[src/mctc_pkg.sv]
// ----------------------------------------------------------------------------
// mctc_pkg
// Shared types, codes and constants of the MIME content-transfer classifier.
// ----------------------------------------------------------------------------
package mctc_pkg;

    localparam int unsigned LINE_COUNT_BITS_DEF = 10;
    localparam int unsigned LIMIT_W             = 10;
    localparam int unsigned ADDR_W              = 5;
    localparam int unsigned DATA_W              = 32;

    // register indexes
    localparam logic [2:0] REG_CONTENT_KIND   = 3'd0;
    localparam logic [2:0] REG_ALLOW_CTRL     = 3'd1;
    localparam logic [2:0] REG_TARGET_ENC     = 3'd2;
    localparam logic [2:0] REG_LINE_LIMIT     = 3'd3;
    localparam logic [2:0] REG_CHARSET_GIVEN  = 3'd4;

    // content kinds
    localparam logic [1:0] KIND_NONE = 2'd0;
    localparam logic [1:0] KIND_TEXT = 2'd1;

    // transfer encodings
    localparam logic [1:0] ENC_7BIT   = 2'd0;
    localparam logic [1:0] ENC_8BIT   = 2'd1;
    localparam logic [1:0] ENC_QP     = 2'd2;
    localparam logic [1:0] ENC_BASE64 = 2'd3;

    // content-type actions
    localparam logic [1:0] TYPE_KEEP  = 2'd0;
    localparam logic [1:0] TYPE_OCTET = 2'd1;
    localparam logic [1:0] TYPE_PLAIN = 2'd2;

    // charset actions
    localparam logic [1:0] CS_KEEP    = 2'd0;
    localparam logic [1:0] CS_BINARY  = 2'd1;
    localparam logic [1:0] CS_ITERATE = 2'd2;
    localparam logic [1:0] CS_SEVEN   = 2'd3;

    // flag bit positions
    localparam int unsigned FL_HIGH   = 0;
    localparam int unsigned FL_LONG   = 1;
    localparam int unsigned FL_CTRL   = 2;
    localparam int unsigned FL_BIN    = 3;
    localparam int unsigned FL_NOTERM = 4;
    localparam int unsigned FL_FROM   = 5;

    // byte codes
    localparam logic [7:0] CH_NUL   = 8'h00;
    localparam logic [7:0] CH_BEL   = 8'h07;
    localparam logic [7:0] CH_TAB   = 8'h09;
    localparam logic [7:0] CH_LF    = 8'h0A;
    localparam logic [7:0] CH_CR    = 8'h0D;
    localparam logic [7:0] CH_ESC   = 8'h1B;
    localparam logic [7:0] CH_SPACE = 8'h20;
    localparam logic [7:0] CH_DEL   = 8'h7F;

    localparam logic [2:0] PREFIX_LEN = 3'd5;

    localparam logic [1:0] TARGET_RESET = ENC_8BIT;
    localparam logic [9:0] LIMIT_RESET  = 10'd998;

    typedef struct packed {
        logic [1:0]         content_kind;
        logic               allow_text_controls;
        logic [1:0]         target_encoding;
        logic [LIMIT_W-1:0] line_limit;
        logic               charset_given;
    } t_cfg;

    typedef struct packed {
        logic [5:0] flags;
        logic [7:0] prev_byte;
        logic       stopped;
        logic       any_seen;
        logic       long_now;
    } t_scan_status;

    // "From " pattern
    function automatic logic [7:0] from_char(input logic [2:0] idx);
        logic [7:0] ch;
        unique case (idx)
            3'd0:    ch = 8'h46;
            3'd1:    ch = 8'h72;
            3'd2:    ch = 8'h6F;
            3'd3:    ch = 8'h6D;
            3'd4:    ch = 8'h20;
            default: ch = 8'h00;
        endcase
        return ch;
    endfunction

endpackage

[src/mctc_regs.sv]
// ----------------------------------------------------------------------------
// mctc_regs
// Configuration register file behind the APB-style port.
// ----------------------------------------------------------------------------
module mctc_regs
    import mctc_pkg::*;
(
    input  logic              i_clk,
    input  logic              i_rst_n,
    input  logic              psel,
    input  logic              penable,
    input  logic              pwrite,
    input  logic [ADDR_W-1:0] paddr,
    input  logic [DATA_W-1:0] pwdata,
    output logic [DATA_W-1:0] prdata,
    output logic              pready,
    output t_cfg              o_cfg
);

    t_cfg       r_cfg;
    t_cfg       n_cfg;
    logic       wr_en;
    logic [2:0] idx;

    assign pready = 1'b1;
    assign idx    = paddr[4:2];
    assign wr_en  = psel && penable && pwrite && pready;

    always_comb begin
        n_cfg = r_cfg;
        if (wr_en) begin
            unique case (idx)
                REG_CONTENT_KIND:  n_cfg.content_kind        = pwdata[1:0];
                REG_ALLOW_CTRL:    n_cfg.allow_text_controls = pwdata[0];
                REG_TARGET_ENC:    n_cfg.target_encoding     = pwdata[1:0];
                REG_LINE_LIMIT:    n_cfg.line_limit          = pwdata[LIMIT_W-1:0];
                REG_CHARSET_GIVEN: n_cfg.charset_given       = pwdata[0];
                default:           n_cfg = r_cfg;
            endcase
        end
    end

    always_comb begin
        unique case (idx)
            REG_CONTENT_KIND:  prdata = DATA_W'(r_cfg.content_kind);
            REG_ALLOW_CTRL:    prdata = DATA_W'(r_cfg.allow_text_controls);
            REG_TARGET_ENC:    prdata = DATA_W'(r_cfg.target_encoding);
            REG_LINE_LIMIT:    prdata = DATA_W'(r_cfg.line_limit);
            REG_CHARSET_GIVEN: prdata = DATA_W'(r_cfg.charset_given);
            default:           prdata = '0;
        endcase
    end

    always_ff @(posedge i_clk) begin
        if (!i_rst_n) begin
            r_cfg.content_kind        <= KIND_NONE;
            r_cfg.allow_text_controls <= 1'b0;
            r_cfg.target_encoding     <= TARGET_RESET;
            r_cfg.line_limit          <= LIMIT_RESET;
            r_cfg.charset_given       <= 1'b0;
        end else begin
            r_cfg <= n_cfg;
        end
    end

    assign o_cfg = r_cfg;

endmodule

[src/mctc_scan.sv]
// ----------------------------------------------------------------------------
// mctc_scan
// Per-byte scan state: sticky flags, line length, previous byte and prefix.
// ----------------------------------------------------------------------------
module mctc_scan
    import mctc_pkg::*;
#(
    parameter int unsigned LINE_COUNT_BITS = LINE_COUNT_BITS_DEF
) (
    input  logic         i_clk,
    input  logic         i_rst_n,
    input  logic         i_step,
    input  logic         i_clear,
    input  logic [7:0]   i_byte,
    input  t_cfg         i_cfg,
    output t_scan_status o_status
);

    localparam int unsigned CMP_W =
        (LINE_COUNT_BITS > LIMIT_W) ? LINE_COUNT_BITS : LIMIT_W;
    localparam logic [LINE_COUNT_BITS-1:0] LEN_MAX  = {LINE_COUNT_BITS{1'b1}};
    localparam logic [LINE_COUNT_BITS-1:0] LEN_FIVE = LINE_COUNT_BITS'(5);
    localparam logic [LINE_COUNT_BITS-1:0] LEN_FOUR = LINE_COUNT_BITS'(4);
    localparam logic [LINE_COUNT_BITS-1:0] LEN_ONE  = LINE_COUNT_BITS'(1);

    logic [5:0]                 r_flags,    n_flags;
    logic [LINE_COUNT_BITS-1:0] r_line_len, n_line_len;
    logic [7:0]                 r_prev,     n_prev;
    logic [2:0]                 r_pcount,   n_pcount;
    logic                       r_pmatch,   n_pmatch;
    logic                       r_stopped,  n_stopped;
    logic                       r_any,      n_any;

    logic is_text;
    logic none_or_text;
    logic txt_ok;
    logic long_now;
    logic stop;
    logic [7:0] c;

    assign c            = i_byte;
    assign is_text      = (i_cfg.content_kind == KIND_TEXT);
    assign none_or_text = (i_cfg.content_kind == KIND_NONE) || is_text;
    assign txt_ok       = is_text && i_cfg.allow_text_controls;
    assign long_now     = CMP_W'(r_line_len) >= CMP_W'(i_cfg.line_limit);

    always_comb begin
        n_flags    = r_flags;
        n_line_len = r_line_len;
        n_prev     = r_prev;
        n_pcount   = r_pcount;
        n_pmatch   = r_pmatch;
        n_stopped  = r_stopped;
        n_any      = r_any;
        stop       = 1'b0;
        if (i_clear) begin
            n_flags    = '0;
            n_line_len = '0;
            n_prev     = CH_NUL;
            n_pcount   = '0;
            n_pmatch   = 1'b1;
            n_stopped  = 1'b0;
            n_any      = 1'b0;
        end else if (i_step && !r_stopped) begin
            n_any = 1'b1;
            priority if (c == CH_NUL) begin
                n_flags[FL_BIN] = 1'b1;
                stop = !txt_ok;
            end else if (c == CH_LF) begin
                if (long_now) begin
                    n_flags[FL_LONG] = 1'b1;
                end
                n_line_len = '0;
                n_pcount   = '0;
                n_pmatch   = 1'b1;
            end else begin
                if (r_prev == CH_CR) begin
                    n_flags[FL_CTRL] = 1'b1;
                end
                priority if (c < CH_SPACE || c == CH_DEL) begin
                    if (c != CH_TAB && c != CH_CR) begin
                        n_flags[FL_CTRL] = 1'b1;
                    end
                    if (!((c >= CH_BEL && c <= CH_CR) || c == CH_ESC)) begin
                        n_flags[FL_BIN] = 1'b1;
                        stop = !txt_ok;
                    end
                end else if (c[7]) begin
                    n_flags[FL_HIGH] = 1'b1;
                    if (!none_or_text) begin
                        n_flags[FL_BIN] = 1'b1;
                        stop = 1'b1;
                    end
                end else begin
                    if (!r_flags[FL_FROM] && r_line_len < LEN_FIVE) begin
                        if (r_pcount < PREFIX_LEN) begin
                            if (from_char(r_pcount) != c) begin
                                n_pmatch = 1'b0;
                            end
                            n_pcount = r_pcount + 3'd1;
                        end
                        if (r_line_len == LEN_FOUR && n_pcount == PREFIX_LEN
                            && n_pmatch) begin
                            n_flags[FL_FROM] = 1'b1;
                        end
                    end
                end
            end
            if (stop) begin
                n_stopped = 1'b1;
            end else begin
                if (c != CH_LF && r_line_len != LEN_MAX) begin
                    n_line_len = r_line_len + LEN_ONE;
                end
                n_prev = c;
            end
        end
    end

    always_ff @(posedge i_clk) begin
        if (!i_rst_n) begin
            r_flags    <= '0;
            r_line_len <= '0;
            r_prev     <= CH_NUL;
            r_pcount   <= '0;
            r_pmatch   <= 1'b1;
            r_stopped  <= 1'b0;
            r_any      <= 1'b0;
        end else begin
            r_flags    <= n_flags;
            r_line_len <= n_line_len;
            r_prev     <= n_prev;
            r_pcount   <= n_pcount;
            r_pmatch   <= n_pmatch;
            r_stopped  <= n_stopped;
            r_any      <= n_any;
        end
    end

    assign o_status.flags     = r_flags;
    assign o_status.prev_byte = r_prev;
    assign o_status.stopped   = r_stopped;
    assign o_status.any_seen  = r_any;
    assign o_status.long_now  = long_now;

    // a stopped scan always follows a byte
    a_stop_needs_byte: assert property (@(posedge i_clk) disable iff (!i_rst_n)
        r_stopped |-> r_any)
        else $error("scan stopped with no byte seen");

    // a verdict leaves the state cleared
    a_clear_empties: assert property (@(posedge i_clk) disable iff (!i_rst_n)
        i_clear |=> (r_flags == '0 && !r_any && r_line_len == '0 && r_pmatch))
        else $error("state not cleared after verdict");

    // prefix counter never passes the pattern length
    a_prefix_bound: assert property (@(posedge i_clk) disable iff (!i_rst_n)
        i_step |=> (r_pcount <= PREFIX_LEN))
        else $error("prefix counter overran");

endmodule

[src/mctc_verdict.sv]
// ----------------------------------------------------------------------------
// mctc_verdict
// End-of-body decision logic and the result register.
// ----------------------------------------------------------------------------
module mctc_verdict
    import mctc_pkg::*;
(
    input  logic         i_clk,
    input  logic         i_load,
    input  t_scan_status i_status,
    input  t_cfg         i_cfg,
    output logic [1:0]   o_conversion,
    output logic [1:0]   o_type_action,
    output logic         o_convert_charset,
    output logic [1:0]   o_charset_action,
    output logic [5:0]   o_seen_flags
);

    logic [1:0] r_conv,  n_conv;
    logic [1:0] r_tact,  n_tact;
    logic       r_iconv, n_iconv;
    logic [1:0] r_cact,  n_cact;
    logic [5:0] r_fl,    n_fl;

    logic is_text;
    logic none_or_text;
    logic txt_ok;
    logic [1:0] cs_text;

    assign is_text      = (i_cfg.content_kind == KIND_TEXT);
    assign none_or_text = (i_cfg.content_kind == KIND_NONE) || is_text;
    assign txt_ok       = is_text && i_cfg.allow_text_controls;

    always_comb begin
        n_fl    = i_status.flags;
        n_conv  = ENC_7BIT;
        n_tact  = TYPE_KEEP;
        n_iconv = 1'b0;
        n_cact  = CS_KEEP;
        cs_text = CS_KEEP;
        if (!i_status.any_seen) begin
            n_fl   = '0;
            n_tact = (i_cfg.content_kind == KIND_NONE) ? TYPE_PLAIN : TYPE_KEEP;
            n_cact = i_cfg.charset_given ? CS_KEEP : CS_SEVEN;
        end else begin
            if (!i_status.stopped && i_status.long_now) begin
                n_fl[FL_LONG] = 1'b1;
            end
            if (i_status.prev_byte != CH_LF) begin
                n_fl[FL_NOTERM] = 1'b1;
            end
            cs_text = i_cfg.charset_given ? CS_KEEP :
                      (n_fl[FL_HIGH] ? CS_ITERATE : CS_SEVEN);
            if (n_fl[FL_BIN]) begin
                n_conv = ENC_BASE64;
                if (txt_ok) begin
                    n_cact = cs_text;
                end else begin
                    n_tact = none_or_text ? TYPE_OCTET : TYPE_KEEP;
                    n_cact = i_cfg.charset_given ? CS_KEEP : CS_BINARY;
                end
            end else begin
                priority if (n_fl[FL_LONG] || n_fl[FL_CTRL] || n_fl[FL_NOTERM]
                             || n_fl[FL_FROM]) begin
                    n_conv  = (i_cfg.target_encoding == ENC_BASE64) ? ENC_BASE64 : ENC_QP;
                    n_iconv = none_or_text && n_fl[FL_HIGH];
                end else if (n_fl[FL_HIGH]) begin
                    n_conv  = i_cfg.target_encoding;
                    n_iconv = none_or_text;
                end else begin
                    n_conv = ENC_7BIT;
                end
                n_tact = (i_cfg.content_kind == KIND_NONE) ? TYPE_PLAIN : TYPE_KEEP;
                n_cact = cs_text;
            end
        end
    end

    always_ff @(posedge i_clk) begin
        if (i_load) begin
            r_conv  <= n_conv;
            r_tact  <= n_tact;
            r_iconv <= n_iconv;
            r_cact  <= n_cact;
            r_fl    <= n_fl;
        end
    end

    assign o_conversion      = r_conv;
    assign o_type_action     = r_tact;
    assign o_convert_charset = r_iconv;
    assign o_charset_action  = r_cact;
    assign o_seen_flags      = r_fl;

endmodule

[src/mime_content_transfer_classifier_top.sv]
// ----------------------------------------------------------------------------
// mime_content_transfer_classifier_top
// Scans a message body one byte per beat and gives the transfer verdict.
//
//  channel   direction  handshake                 payload
//  in        sink       i_in_valid / o_in_stall   i_data_byte, i_end_of_body
//  out       source     o_out_valid / i_out_stall o_conversion .. o_seen_flags
//  cfg       sink       psel / penable / pready   paddr, pwdata, prdata
//
//  one beat a cycle unless the input stalls; a beat passes an input register, then the scan state
//  an end beat moves from its input register to the result register once the output is free
//  sync active-low reset clears scan state, config and both valid bits
//  the input stalls only while an end beat waits behind a held result
// ----------------------------------------------------------------------------
module mime_content_transfer_classifier_top
    import mctc_pkg::*;
#(
    parameter int unsigned LINE_COUNT_BITS = LINE_COUNT_BITS_DEF
) (
    input  logic              i_clk,
    input  logic              i_rst_n,
    input  logic              i_in_valid,
    output logic              o_in_stall,
    input  logic [7:0]        i_data_byte,
    input  logic              i_end_of_body,
    output logic              o_out_valid,
    input  logic              i_out_stall,
    output logic [1:0]        o_conversion,
    output logic [1:0]        o_type_action,
    output logic              o_convert_charset,
    output logic [1:0]        o_charset_action,
    output logic [5:0]        o_seen_flags,
    input  logic              psel,
    input  logic              penable,
    input  logic              pwrite,
    input  logic [ADDR_W-1:0] paddr,
    input  logic [DATA_W-1:0] pwdata,
    output logic [DATA_W-1:0] prdata,
    output logic              pready
);

    logic       r_in_valid, n_in_valid;
    logic [7:0] r_in_byte;
    logic       r_in_end;
    logic       r_out_valid, n_out_valid;

    logic         in_accept;
    logic         out_free;
    logic         advance;
    logic         load;
    t_cfg         cfg;
    t_scan_status status;

    assign out_free   = !r_out_valid || !i_out_stall;
    assign advance    = r_in_valid && (!r_in_end || out_free);
    assign load       = advance && r_in_end;
    assign o_in_stall = r_in_valid && !advance;
    assign in_accept  = i_in_valid && !o_in_stall;

    assign n_in_valid  = in_accept ? 1'b1 : (advance ? 1'b0 : r_in_valid);
    assign n_out_valid = load ? 1'b1 : (!i_out_stall ? 1'b0 : r_out_valid);

    always_ff @(posedge i_clk) begin
        if (!i_rst_n) begin
            r_in_valid  <= 1'b0;
            r_out_valid <= 1'b0;
        end else begin
            r_in_valid  <= n_in_valid;
            r_out_valid <= n_out_valid;
        end
    end

    always_ff @(posedge i_clk) begin
        if (in_accept) begin
            r_in_byte <= i_data_byte;
            r_in_end  <= i_end_of_body;
        end
    end

    assign o_out_valid = r_out_valid;

    mctc_regs u_regs (
        .i_clk   (i_clk),
        .i_rst_n (i_rst_n),
        .psel    (psel),
        .penable (penable),
        .pwrite  (pwrite),
        .paddr   (paddr),
        .pwdata  (pwdata),
        .prdata  (prdata),
        .pready  (pready),
        .o_cfg   (cfg)
    );

    mctc_scan #(
        .LINE_COUNT_BITS (LINE_COUNT_BITS)
    ) u_scan (
        .i_clk    (i_clk),
        .i_rst_n  (i_rst_n),
        .i_step   (advance && !r_in_end),
        .i_clear  (load),
        .i_byte   (r_in_byte),
        .i_cfg    (cfg),
        .o_status (status)
    );

    mctc_verdict u_verdict (
        .i_clk             (i_clk),
        .i_load            (load),
        .i_status          (status),
        .i_cfg             (cfg),
        .o_conversion      (o_conversion),
        .o_type_action     (o_type_action),
        .o_convert_charset (o_convert_charset),
        .o_charset_action  (o_charset_action),
        .o_seen_flags      (o_seen_flags)
    );

    // an end beat taken from the input register shows up as a result
    a_end_gives_result: assert property (@(posedge i_clk) disable iff (!i_rst_n)
        load |=> r_out_valid)
        else $error("end beat produced no result");

    // only an end beat blocked by a held result stalls the input
    a_stall_cause: assert property (@(posedge i_clk) disable iff (!i_rst_n)
        o_in_stall |-> (r_in_valid && r_in_end && r_out_valid && i_out_stall))
        else $error("input stalled without a held result");

endmodule

[config.mk]
export PLATFORM = sky130hd
export DESIGN_NAME = mime_content_transfer_classifier_top
export DESIGN_NICKNAME = d
export VERILOG_FILES = /design/src/mctc_pkg.sv /design/src/mctc_regs.sv /design/src/mctc_scan.sv /design/src/mctc_verdict.sv /design/src/mime_content_transfer_classifier_top.sv
export SDC_FILE = /design/constraint.sdc
export NUM_CORES = 1
export LEC_CHECK = 0
export BUFFER_PORTS_ARGS = -buffer_cell sky130_fd_sc_hd__buf_2
export CORE_MARGIN = 2
export CORE_UTILIZATION = 51
export DETAILED_ROUTE_END_ITERATION = 12
export MAX_ROUTING_LAYER = met4
export PLACE_DENSITY = 0.74
export RECOVER_POWER = 100
export SYNTH_ARGS = -nofsm -noshare
export SYNTH_HDL_FRONTEND = slang
export SYNTH_HIERARCHICAL = 1
export SYNTH_SLANG_ARGS = --single-unit
[constraint.sdc]
create_clock -name i_clk -period 6.7 [get_ports i_clk]
set_input_delay 1.34 -clock i_clk [delete_from_list [all_inputs] [get_ports i_clk]]
set_output_delay 1.34 -clock i_clk [all_outputs]
set_load 0.02 [all_outputs]
==> results of run 1 <==
-- sequential cells by signal, indices dropped and copies added (netlist names), 2 cells and up --
| name | flops |
|---|---|
| u_verdict/o_seen_flags | 6 |
| u_scan/r_prev | 8 |
| r_in_byte | 8 |
| u_scan/r_flags | 5 |
| u_scan/r_line_len | 10 |
| u_verdict/o_type_action | 2 |
| u_regs/o_cfg | 16 |
| u_verdict/o_charset_action | 2 |
| u_scan/r_pcount | 3 |
| u_verdict/o_conversion | 2 |
-- power by group --
group / leakage [nW] / switching [mW] / internal, mW / total (mW)
Clock: 0.0963 / 0.171 / 0.140 / 0.311
Combinational: 1.10 / 0.0547 / 0.0247 / 0.0794
Sequential: 0.596 / 0.0115 / 0.440 / 0.451
Total: 1.79 / 0.237 / 0.604 / 0.842
-- final timing paths --
kind	startpoint	to	slack (ns)	depth (start not counted)
setup / recovery	paddr[3]	prdata[4]	2.44	5
hold / removal	u_scan/r_prev[2]$_SDFFE_PP0P_	u_scan/r_prev[2]$_SDFFE_PP0P_	0.47	2
setup reg to reg	r_in_byte[4]$_DFFE_PP_	u_scan/r_line_len[4]$_SDFFE_PP0P_	3.40	6
hold reg to reg	u_scan/r_prev[2]$_SDFFE_PP0P_	u_scan/r_prev[2]$_SDFFE_PP0P_	0.47	2
-- routing by layer --
layer / track usage [%] / wire length (um)
met5: - / 0
met4: 7.850 / 197
met2: 33.63 / 4184
met1: 27.49 / 3968
met3: 4.093 / 450
-- layout make-up --
| type | instances | area, um2 | area share (%) |
|---|---|---|---|
| clock buffers | 9 | 123.9 | 2.815 |
| inverters | 29 | 108.9 | 2.474 |
| flip-flops and latches | 69 | 1602 | 36.39 |
| well taps | 102 | 127.6 | 2.900 |
| multi-input cells | 340 | 2142 | 48.68 |
| clock inverters | 7 | 56.30 | 1.279 |
| repair buffers | 54 | 240.2 | 5.459 |
-- through the flow --
step	total power, mW	instance area (um2)	instances	utilization (%)	setup WS, ns
6_report	0.8415	4400	610	56.65	2.439
5_1_grt	0.8771	4400	610	56.65	2.227
4_1_cts	0.8492	4449	610	57.28	2.770
3_5_place_dp	0.5411	4269	594	54.96	2.770
3_3_place_gp	0.5389	4269	594	54.96	2.815
2_1_floorplan	0.5302	4183	486	-	3.273
-- Yosys cell counts, types with 6 or more instances --
cell type / count / area [um2]
nor2b_1: 9 / 56.30
or4_1: 7 / 52.55
o311ai_0: 8 / 70.07
a21oi_1: 32 / 160.2
nand3_1: 16 / 80.08
a31oi_1: 7 / 43.79
buf_4: 29 / 217.7
ha_1: 18 / 225.2
nor2_1: 24 / 90.09
nor3_1: 10 / 50.05
clkbuf_1: 13 / 48.80
o21ai_0: 19 / 95.09
nand2_1: 46 / 172.7
inv_1: 29 / 108.9
and3_1: 6 / 37.54
mux2i_1: 15 / 150.1
o21a_1: 8 / 60.06
dfxtp_1: 47 / 940.9
o211ai_1: 6 / 45.04
edfxtp_1: 22 / 660.6
and2_1: 13 / 81.33
-- logic make-up (layout without fill, tap and decap cells) --
group | Yosys count | after routing | synth area share (%)
AO/OA/AOI/OAI | 109 | 109 | 17.68
XOR/XNOR | 2 | 2 | 0.4269
adder cells (fa/ha/maj) | 18 | 18 | 5.488
buffers and inverters | 77 | 99 | 10.30
flip-flops | 69 | 69 | 39.02
multiplexers | 15 | 15 | 3.658
other | 3 | 24 | 0.2744
AND/OR/NAND/NOR | 172 | 172 | 23.14
-- worst max-delay path: stages --
cell      delay, ns
clkbuf_1       0.35
nand2_1        0.37
nor2_1         0.44
and2_1         0.19
clkbuf_1       0.23
==> impl_metrics.ini, run 1 <==
[global_route]
antenna_found_initial = 0
first_global_vias = 3140
grt_overflow = 0
grt.total_usage_pct = 21.34
grt_start_max_net_pins = 27
grt_pass1_wl_um = 14500

[synth]
yosys.cell_types.count = 62
ys_ff_latch = 69
syn_avg_cell_area_um2 = 8.826
yosysSeqAreaShare_pct = 39.02
yosysWarnings = 6
async_flop_share_pct = 0
synthCells = 465
ys.flop_type = dfxtp_1
synth_edf_count = 22
syn_area_um2 = 4104

[power]
power.leakage_nw = 1.790
powerDensity_nw_per_um2 = 191.2
vdd_ir_drop_max_uv = 94.72

[timing]
whs_ns = 0.4722
rsz0062_at_grt = false
fmax_ghz = 0.2347
fin_skew_ns = 0.01264
setup_viol = 0
fin_crit_sh_pct = 63.60
tightestPinTransition_ns = 1.164
slew_headroom_pct = 22.37
hold_violations = 0
tns_ns = 0
finalMaxSlewViolations = 0
post-route-min-period_ns = 4.261

[clock_tree]
clkSlewWorstSetupHoldPaths_ns = 0.07
cts_tree = built
cts_buffers = 9
cts_setup_buffers = 0
ctsResizeCount = 0
cts_hold_buf = 0
cts-root-buf = clkbuf_8
cts_sinks = 69
htreeDepth = 3
insertion_delay_ns = 0.35
clockBufferDepth = 2

[floorplanning]
die_w_um = 93.71
initial_core_util_pct = 52.84
pin_count = 101
die_height_um = 93.71
rows = 32
design.core.area_um2 = 7767
dieArea_um2 = 8781

[critical_path]
path_class = input pin to primary output
crit_arrival_ns = 2.92
cp-end-kind = primary output
crit_fanout = 16
worst-endpoint-required_ns = 5.36
cp-start-kind = input pin

[cells_and_area]
nFillCells = 716
num_antenna_cells = 0
mostFrequentLayoutCells = nand2_1, dfxtp_1, a21oi_1
layout.nets = 574
drive_gt1_share_pct = 11.42
syn2layout_area_growth_pct = 7.226

[drt]
drt-total-wl_um = 8801
drt_first_pass_iters = 5
drt_iter0_markers = 234
ant_nets = 0
viasPerCell = 5.623
route.detailed.drc = 0
wl_per_cell_um = 14.43
vias = 3430

[job]
maxCapViolations = 0

[placed_design]
dp_hpwl_um = 6371
portBuffers = 53
globalplace.congestion = 0.8691

[min_path]
hp-class = flip-flop to flip-flop

[run_status]
status = complete, no violations
No activity file was read; power rests on OpenSTA's default activity.
==> run 2: changes to the inputs <==
==> constraint.sdc (replaced) <==
create_clock -name i_clk -period 4.08 [get_ports i_clk]
set_input_delay 0.816 -clock i_clk [delete_from_list [all_inputs] [get_ports i_clk]]
set_output_delay 0.816 -clock i_clk [all_outputs]
set_load 0.02 [all_outputs]
==> impl_metrics.ini, run 2 (synthesis results as in run 1) <==
[clock_tree]
ctsResizeCount = 0
cts_buffers = 9
cts_setup_buffers = 0
insertion_delay_ns = 0.35
cts_hold_buf = 0
cts_tree = built
htreeDepth = 3
cts-root-buf = clkbuf_8
cts_sinks = 69
clockBufferDepth = 2
clkSlewWorstSetupHoldPaths_ns = 0.08

[critical_path]
crit_start = paddr[3]
path_class = input pin to primary output
crit_arrival_ns = 2.39
crit_end = prdata[8]
reg2reg_to = u_scan/r_line_len[2]$_SDFFE_PP0P_
rr_startpoint = r_in_byte[2]$_DFFE_PP_
cp-end-kind = primary output
worst-endpoint-required_ns = 3.26
crit_fanout = 16
cp-start-kind = input pin
rr_worst_depth = 6
r2r_slack_ns = 1.18

[drt]
wl_per_cell_um = 14.68
ant_nets = 0
viasPerCell = 5.756
vias = 3511
drt_iter0_markers = 244
route.detailed.drc = 0
drt-total-wl_um = 8952
drt_first_pass_iters = 5

[placed_design]
post-place-ws_ns = 1.179
dp_hpwl_um = 6373
portBuffers = 53
globalplace.congestion = 0.8619

[global_route]
gr-usage-met3_pct = 3.852
grt.total_usage_pct = 21.29
antenna_found_initial = 0
grt_overflow = 0
gr-usage-met1_pct = 26.52
use_met2_pct = 33.63
busiest_layer = met2
grt_pass1_wl_um = 14430
grt_start_max_net_pins = 27
first_global_vias = 3165

[floorplanning]
design.core.area_um2 = 7767
initial_core_util_pct = 52.84
die_w_um = 93.71
rows = 32
die_height_um = 93.71
pin_count = 101
dieArea_um2 = 8781

[timing]
whs_ns = 0.4796
tightestPinTransition_ns = 1.041
post-route-min-period_ns = 3.209
fmax_ghz = 0.3117
setup_viol = 0
fin_ws_ns = 0.8715
tns_ns = 0
fin_crit_sh_pct = 78.64
slew_headroom_pct = 30.61
rsz0062_at_grt = false
fin_skew_ns = 0.009816
finalMaxSlewViolations = 0
hold_violations = 0

[power]
powerDensity_nw_per_um2 = 321.6
power.leakage_nw = 1.776
vdd_ir_drop_max_uv = 201.5

[cells_and_area]
nFillCells = 704
fin_util_pct = 56.85
num_antenna_cells = 0
drive_gt1_share_pct = 10.83
largest_register_ffs = 16
layout.nets = 574
syn2layout_area_growth_pct = 7.591
mostFrequentLayoutCells = nand2_1, dfxtp_1, a21oi_1

[run_status]
status = complete, no violations

[min_path]
hp-class = flip-flop to flip-flop

[job]
maxCapViolations = 0
run 2: cell types whose count changed in the layout (fill, tap and decap cells not counted), sizes merged:
cell	previous run	this run
bufinv	0	1
clkbuf	33	37
inv	33	30
clkinv	3	2
clkinvlp	0	2
buf	30	27
run 2: how the worst min path moves through the flow:
stage | from | endpoint | slack [ns] | cells after the start
after detailed placement | u_scan/r_prev[3]$_SDFFE_PP0P_ | u_scan/r_prev[3]$_SDFFE_PP0P_ | 0.46 | 2
after global routing | u_scan/r_prev[3]$_SDFFE_PP0P_ | u_scan/r_prev[3]$_SDFFE_PP0P_ | 0.49 | 2
after global placement | u_scan/r_prev[0]$_SDFFE_PP0P_ | u_scan/r_prev[0]$_SDFFE_PP0P_ | 0.45 | 2
after floorplan | u_scan/r_prev[0]$_SDFFE_PP0P_ | u_scan/r_prev[0]$_SDFFE_PP0P_ | 0.44 | 2
after CTS | u_scan/r_prev[3]$_SDFFE_PP0P_ | u_scan/r_prev[3]$_SDFFE_PP0P_ | 0.48 | 2
final | u_scan/r_prev[3]$_SDFFE_PP0P_ | u_scan/r_prev[3]$_SDFFE_PP0P_ | 0.48 | 2
run 2: where the power goes:
| part | internal [mW] | switching [mW] |
|---|---|---|
| combinational | 0.0407 | 0.0905 |
| clock | 0.281 | 0.265 |
| sequential | 0.722 | 0.0198 |
| total | 1.04 | 0.376 |
run 2: layer usage:
metal / wire [um] / up-vias / share of wire [%]
met5: 0 / - / 0
li1: - / 1708 / -
met4: 234 / 0 / 2.6
met1: 3896 / 1619 / 44
met2: 4262 / 155 / 48
met3: 559 / 29 / 6.2
run 2: worst max-delay path, cell delays in order:
cell and delay, ns:
clkbuf_1 0.34, nand2_1 0.37, nor2_1 0.44, and2_1 0.19, clkbuf_1 0.23
run 2: cell type report:
type | instances | area [um2] | area share [%]
clock buffer | 10 | 127.6 | 2.890
inverter | 29 | 108.9 | 2.465
tap | 102 | 127.6 | 2.890
timing repair buffer | 54 | 236.5 | 5.356
multi-input combinational | 340 | 2151 | 48.71
sequential | 69 | 1602 | 36.27
clock inverter | 6 | 62.56 | 1.417
run 2: through the flow:
stage,power (mW),instance area (um2),cells
final,1.420,4415,610
after floorplan,0.8706,4183,486
after CTS,1.433,4459,610
after global placement,0.8855,4269,594
after detailed placement,0.8891,4269,594
after global routing,1.472,4415,610
